## src/lirs_pkg.sv

```systemverilog
// Package: shared types and constants for the linear interpolation resampler.
package lirs_pkg;

  localparam int MaxKnots = 1024;
  localparam int IdxW     = $clog2(MaxKnots);
  localparam int CntW     = IdxW + 1;
  localparam int DataW    = 32;
  localparam int QuoW     = 32;

  typedef enum logic [3:0] {
    S_IDLE, S_READ, S_CHECK, S_FETCH, S_DIFF, S_MUL_A, S_MUL_B,
    S_SUM, S_DIV_INIT, S_DIV, S_DONE
  } lirs_state_t;

  localparam logic FUNC_WRITE = 1'b0;
  localparam logic FUNC_QUERY = 1'b1;

  typedef struct packed {
    logic wr_knot;
    logic ld_query;
    logic next_io;
    logic take_hit;
    logic take_miss;
    logic capture;
    logic mul_a;
    logic mul_b;
    logic sum;
    logic div_init;
    logic div_step;
    logic out_load;
  } lirs_cmd_t;

  typedef struct packed {
    logic hit;
    logic at_last;
    logic out_busy;
  } lirs_stat_t;

endpackage

```

## src/lirs_ctrl.sv

```systemverilog
// Controller: takes knot writes and sequences search, multiply and division for each query.
module lirs_ctrl
  import lirs_pkg::*;
(
  input  logic       clk,
  input  logic       rst,
  input  logic       req_valid,
  input  logic       req_func,
  output logic       req_ready,
  input  lirs_stat_t stat,
  output lirs_cmd_t  cmd
);

  lirs_state_t state, state_next;
  logic [4:0]  step, step_next;

  always_ff @(posedge clk) begin
    if (rst) begin
      state <= S_IDLE;
      step  <= '0;
    end else begin
      state <= state_next;
      step  <= step_next;
    end
  end

  always_comb begin
    state_next = state;
    step_next  = step;
    cmd        = '0;
    req_ready  = 1'b0;
    case (state)
      S_IDLE: begin
        req_ready = 1'b1;
        if (req_valid) begin
          if (req_func == FUNC_WRITE) begin
            cmd.wr_knot = 1'b1;
          end else begin
            cmd.ld_query = 1'b1;
            state_next   = S_READ;
          end
        end
      end
      S_READ:  state_next = S_CHECK;
      S_CHECK: begin
        if (stat.hit) begin
          cmd.take_hit = 1'b1;
          state_next   = S_FETCH;
        end else if (stat.at_last) begin
          cmd.take_miss = 1'b1;
          state_next    = S_FETCH;
        end else begin
          cmd.next_io = 1'b1;
          state_next  = S_READ;
        end
      end
      S_FETCH: state_next = S_DIFF;
      S_DIFF: begin
        cmd.capture = 1'b1;
        state_next  = S_MUL_A;
      end
      S_MUL_A: begin
        cmd.mul_a  = 1'b1;
        state_next = S_MUL_B;
      end
      S_MUL_B: begin
        cmd.mul_b  = 1'b1;
        state_next = S_SUM;
      end
      S_SUM: begin
        cmd.sum    = 1'b1;
        state_next = S_DIV_INIT;
      end
      S_DIV_INIT: begin
        cmd.div_init = 1'b1;
        step_next    = '0;
        state_next   = S_DIV;
      end
      S_DIV: begin
        cmd.div_step = 1'b1;
        step_next    = step + 5'd1;
        if (step == 5'(QuoW - 1)) state_next = S_DONE;
      end
      S_DONE: begin
        if (!stat.out_busy) begin
          cmd.out_load = 1'b1;
          state_next   = S_IDLE;
        end
      end
      default: state_next = S_IDLE;
    endcase
  end

endmodule

```

## config.mk

```make
export PLATFORM = sky130hd
export DESIGN_NAME = lirs_ctrl
export DESIGN_NICKNAME = d
export VERILOG_FILES = /design/src/lirs_pkg.sv /design/src/lirs_ctrl.sv
export SDC_FILE = /design/constraint.sdc
export NUM_CORES = 1
export LEC_CHECK = 0
export BUFFER_PORTS_ARGS = -buffer_cell sky130_fd_sc_hd__clkbuf_2
export CORE_MARGIN = 2
export CORE_UTILIZATION = 35
export DETAILED_ROUTE_END_ITERATION = 7
export PLACE_DENSITY = 0.69
export SYNTH_ARGS = -nofsm -noshare
export SYNTH_HDL_FRONTEND = slang
export SYNTH_SLANG_ARGS = --single-unit
```

## constraint.sdc

```tcl
create_clock -name clk -period 4.2 [get_ports clk]
set_input_delay 0.42 -clock clk [delete_from_list [all_inputs] [get_ports clk]]
set_output_delay 0.42 -clock clk [all_outputs]
set_load 0.03 [all_outputs]
```

==> results.sh <==
export IMPL_power_mw=0.1951
export IMPL_cts_sinks=9
export IMPL_cp_arrival_ns=1.76
export IMPL_final_common_cell="clkbuf_2"
export IMPL_slew_headroom=0.6808
export IMPL_rows=15
export IMPL_setup_tns_ns=0
export IMPL_fillCellCount=166
export IMPL_layout_area_overhead_vs_synth_pct=19.75
export IMPL_status="complete, no violations"
export IMPL_syn_avg_cell_area_um2=7.697
export IMPL_max_cap_violations=0
export IMPL_grt_pass1_wl_um=2415
export IMPL_drc=0
export IMPL_die_y_um=45.68
export IMPL_grt_usage=0.1679
export IMPL_ir_drop_uv=204.9
export IMPL_port_buffers=19
export IMPL_die_w_um=45.68
export IMPL_stdcell_count=114
export IMPL_coreArea_um2=1670
export IMPL_die_area_um2=2087
export IMPL_cts_hold_buf=0
export IMPL_final_nets=107
export IMPL_ys_seq_area_frac=0.2963
export IMPL_cts_setup_buffers=0
export IMPL_place_hpwl_um=968.4
export IMPL_dr_pass1_iters=4
export IMPL_synth_warnings=0
export IMPL_clock_latency_ns=0.27
export IMPL_dp_cells=110
export IMPL_final_cell_mix="clkbuf_2, dfxtp_1, a21oi_1"
export IMPL_drv_slew=0
export IMPL_cts_root_buf="clkbuf_4"
export IMPL_cts_made_buffers=3
export IMPL_routedWlPerCell_um=12.05
export IMPL_syn_area_um2=608.1
export IMPL_drtIter0Drc=18
export IMPL_grt_overflow=0
export IMPL_ys_ff_latch=9
export IMPL_setup_viol=0
export IMPL_reg2reg_slack_ns=2.39
export IMPL_yosysUniqueCellTypes=35
export IMPL_num_antenna_cells=0
export IMPL_hold_path_class="input port to flip-flop"
export IMPL_synthFlopType="dfxtp_1"
export IMPL_htreeDepth=1
export IMPL_ant_nets=0
export IMPL_ios=20
export IMPL_gp_congestion=0.8299
export IMPL_synth_edf_count=0
export IMPL_skew_ns=0.007051
export IMPL_fin_crit_ns=2.184
export IMPL_p_per_area_nw_per_um2=267.9
export IMPL_syn_nets=88
export IMPL_grt_max_degree=18
export IMPL_grt_pass1_vias=508
export IMPL_min_period_over_period=0.5200
export IMPL_fmax_mhz=457.9
export IMPL_cts_tree="done"
export IMPL_rsz0062_at_grt="no"
export IMPL_cts_max_path_buffers=2
export IMPL_antenna_found_initial=0
export IMPL_vias_per_cell=5.342
export IMPL_worst_pin_slew_ns=0.4781
export IMPL_async_flop_share=0
export IMPL_startpoint_type="flip-flop"
export IMPL_hold_viol_final=0
export IMPL_wl_um=1374
export IMPL_cp_end_kind="primary output"
export IMPL_drive_above_1_share=0.2371
export IMPL_critPathRequiredTime_ns=3.78
export IMPL_syn_inst=79
export IMPL_start_util=0.3640
export IMPL_crit_type="flip-flop to primary output"
export IMPL_cts_resized=0
export IMPL_cp_max_fo=17
export IMPL_vias=609
export IMPL_leakagePower_nw=0.3036
export IMPL_path_clk_slew_ns=0.07
[logic make-up after synthesis]
logic type / count (synthesis) / synth area share
AOI/OAI and AO/OA: 18 / 0.1913
adders and majority gates: 2 / 0.04115
buffers and inverters: 8 / 0.05554
DFF: 9 / 0.2963
muxes: 1 / 0.01646
and+or+nand+nor: 41 / 0.3992
[report_power, final]
group / switching (mW) / internal [mW] / total (mW)
clock network: 0.0343 / 0.0368 / 0.0710
registers: 0.00563 / 0.0868 / 0.0925
logic: 0.0190 / 0.0126 / 0.0316
[sequential cells by signal, summed over array words and instances, names as in the netlist]
| register | flops |
|---|---|
| step | 5 |
| state | 4 |
[per-layer routing]
metal  up-vias  share of wire  GRT usage
met1       268           0.47     0.2241
met4         0          0.031     0.1059
met3         5          0.041    0.05952
met5         -              0          0
met2        13           0.46     0.2254
li1        323              -          -
[path summary, 6_finish.rpt]
kind	startpoint	endpoint	depth (start not counted)
worst max-delay path	state[0]	cmd[10]	4
worst min-delay path	rst	state[0]	2
worst max register to register	step[0]	state[0]	6
worst min register to register	step[4]	step[4]	2
[critical path: stages, from the launching register on]
cell      delay [ns]
dfxtp_1         0.46
or4_1           0.59
inv_2           0.09
and3_1          0.15
clkbuf_2        0.20
[through the flow]
step | util | hold slack (ns) | worst slack (ns) | cell area [µm²]
floorplan | - | 0.4362 | 2.167 | 608.1
global placement | 0.4202 | 0.4468 | 2.349 | 701.9
detailed placement | 0.4202 | 0.4577 | 2.332 | 701.9
CTS | 0.4360 | 0.4382 | 2.018 | 728.2
global route | 0.4360 | 0.4588 | 1.894 | 728.2
finish | 0.4360 | 0.4367 | 2.016 | 728.2
[cell type report]
class / instances / area (µm²) / area share
clock buffer: 4 / 26.28 / 0.03608
inverter: 3 / 11.26 / 0.01546
multi-input combinational: 62 / 394.1 / 0.5412
sequential: 9 / 180.2 / 0.2474
tap: 17 / 21.27 / 0.02921
timing repair buffer: 19 / 95.09 / 0.1306
[synthesized netlist by cell type, types with 2 or more instances]
master / count / area share
nor3_1: 4 / 0.033
and3_1: 2 / 0.021
nand3_1: 3 / 0.025
nor2b_1: 2 / 0.021
nand3b_1: 2 / 0.025
or3b_1: 2 / 0.029
inv_1: 2 / 0.012
ha_1: 2 / 0.041
buf_2: 3 / 0.025
o21a_1: 2 / 0.025
a21oi_1: 7 / 0.058
dfxtp_1: 9 / 0.30
nand2b_1: 5 / 0.051
o211ai_1: 2 / 0.025
nor2_1: 6 / 0.037
nand2_1: 5 / 0.031
and2_1: 3 / 0.031
No activity file was read; power rests on OpenSTA's default activity.
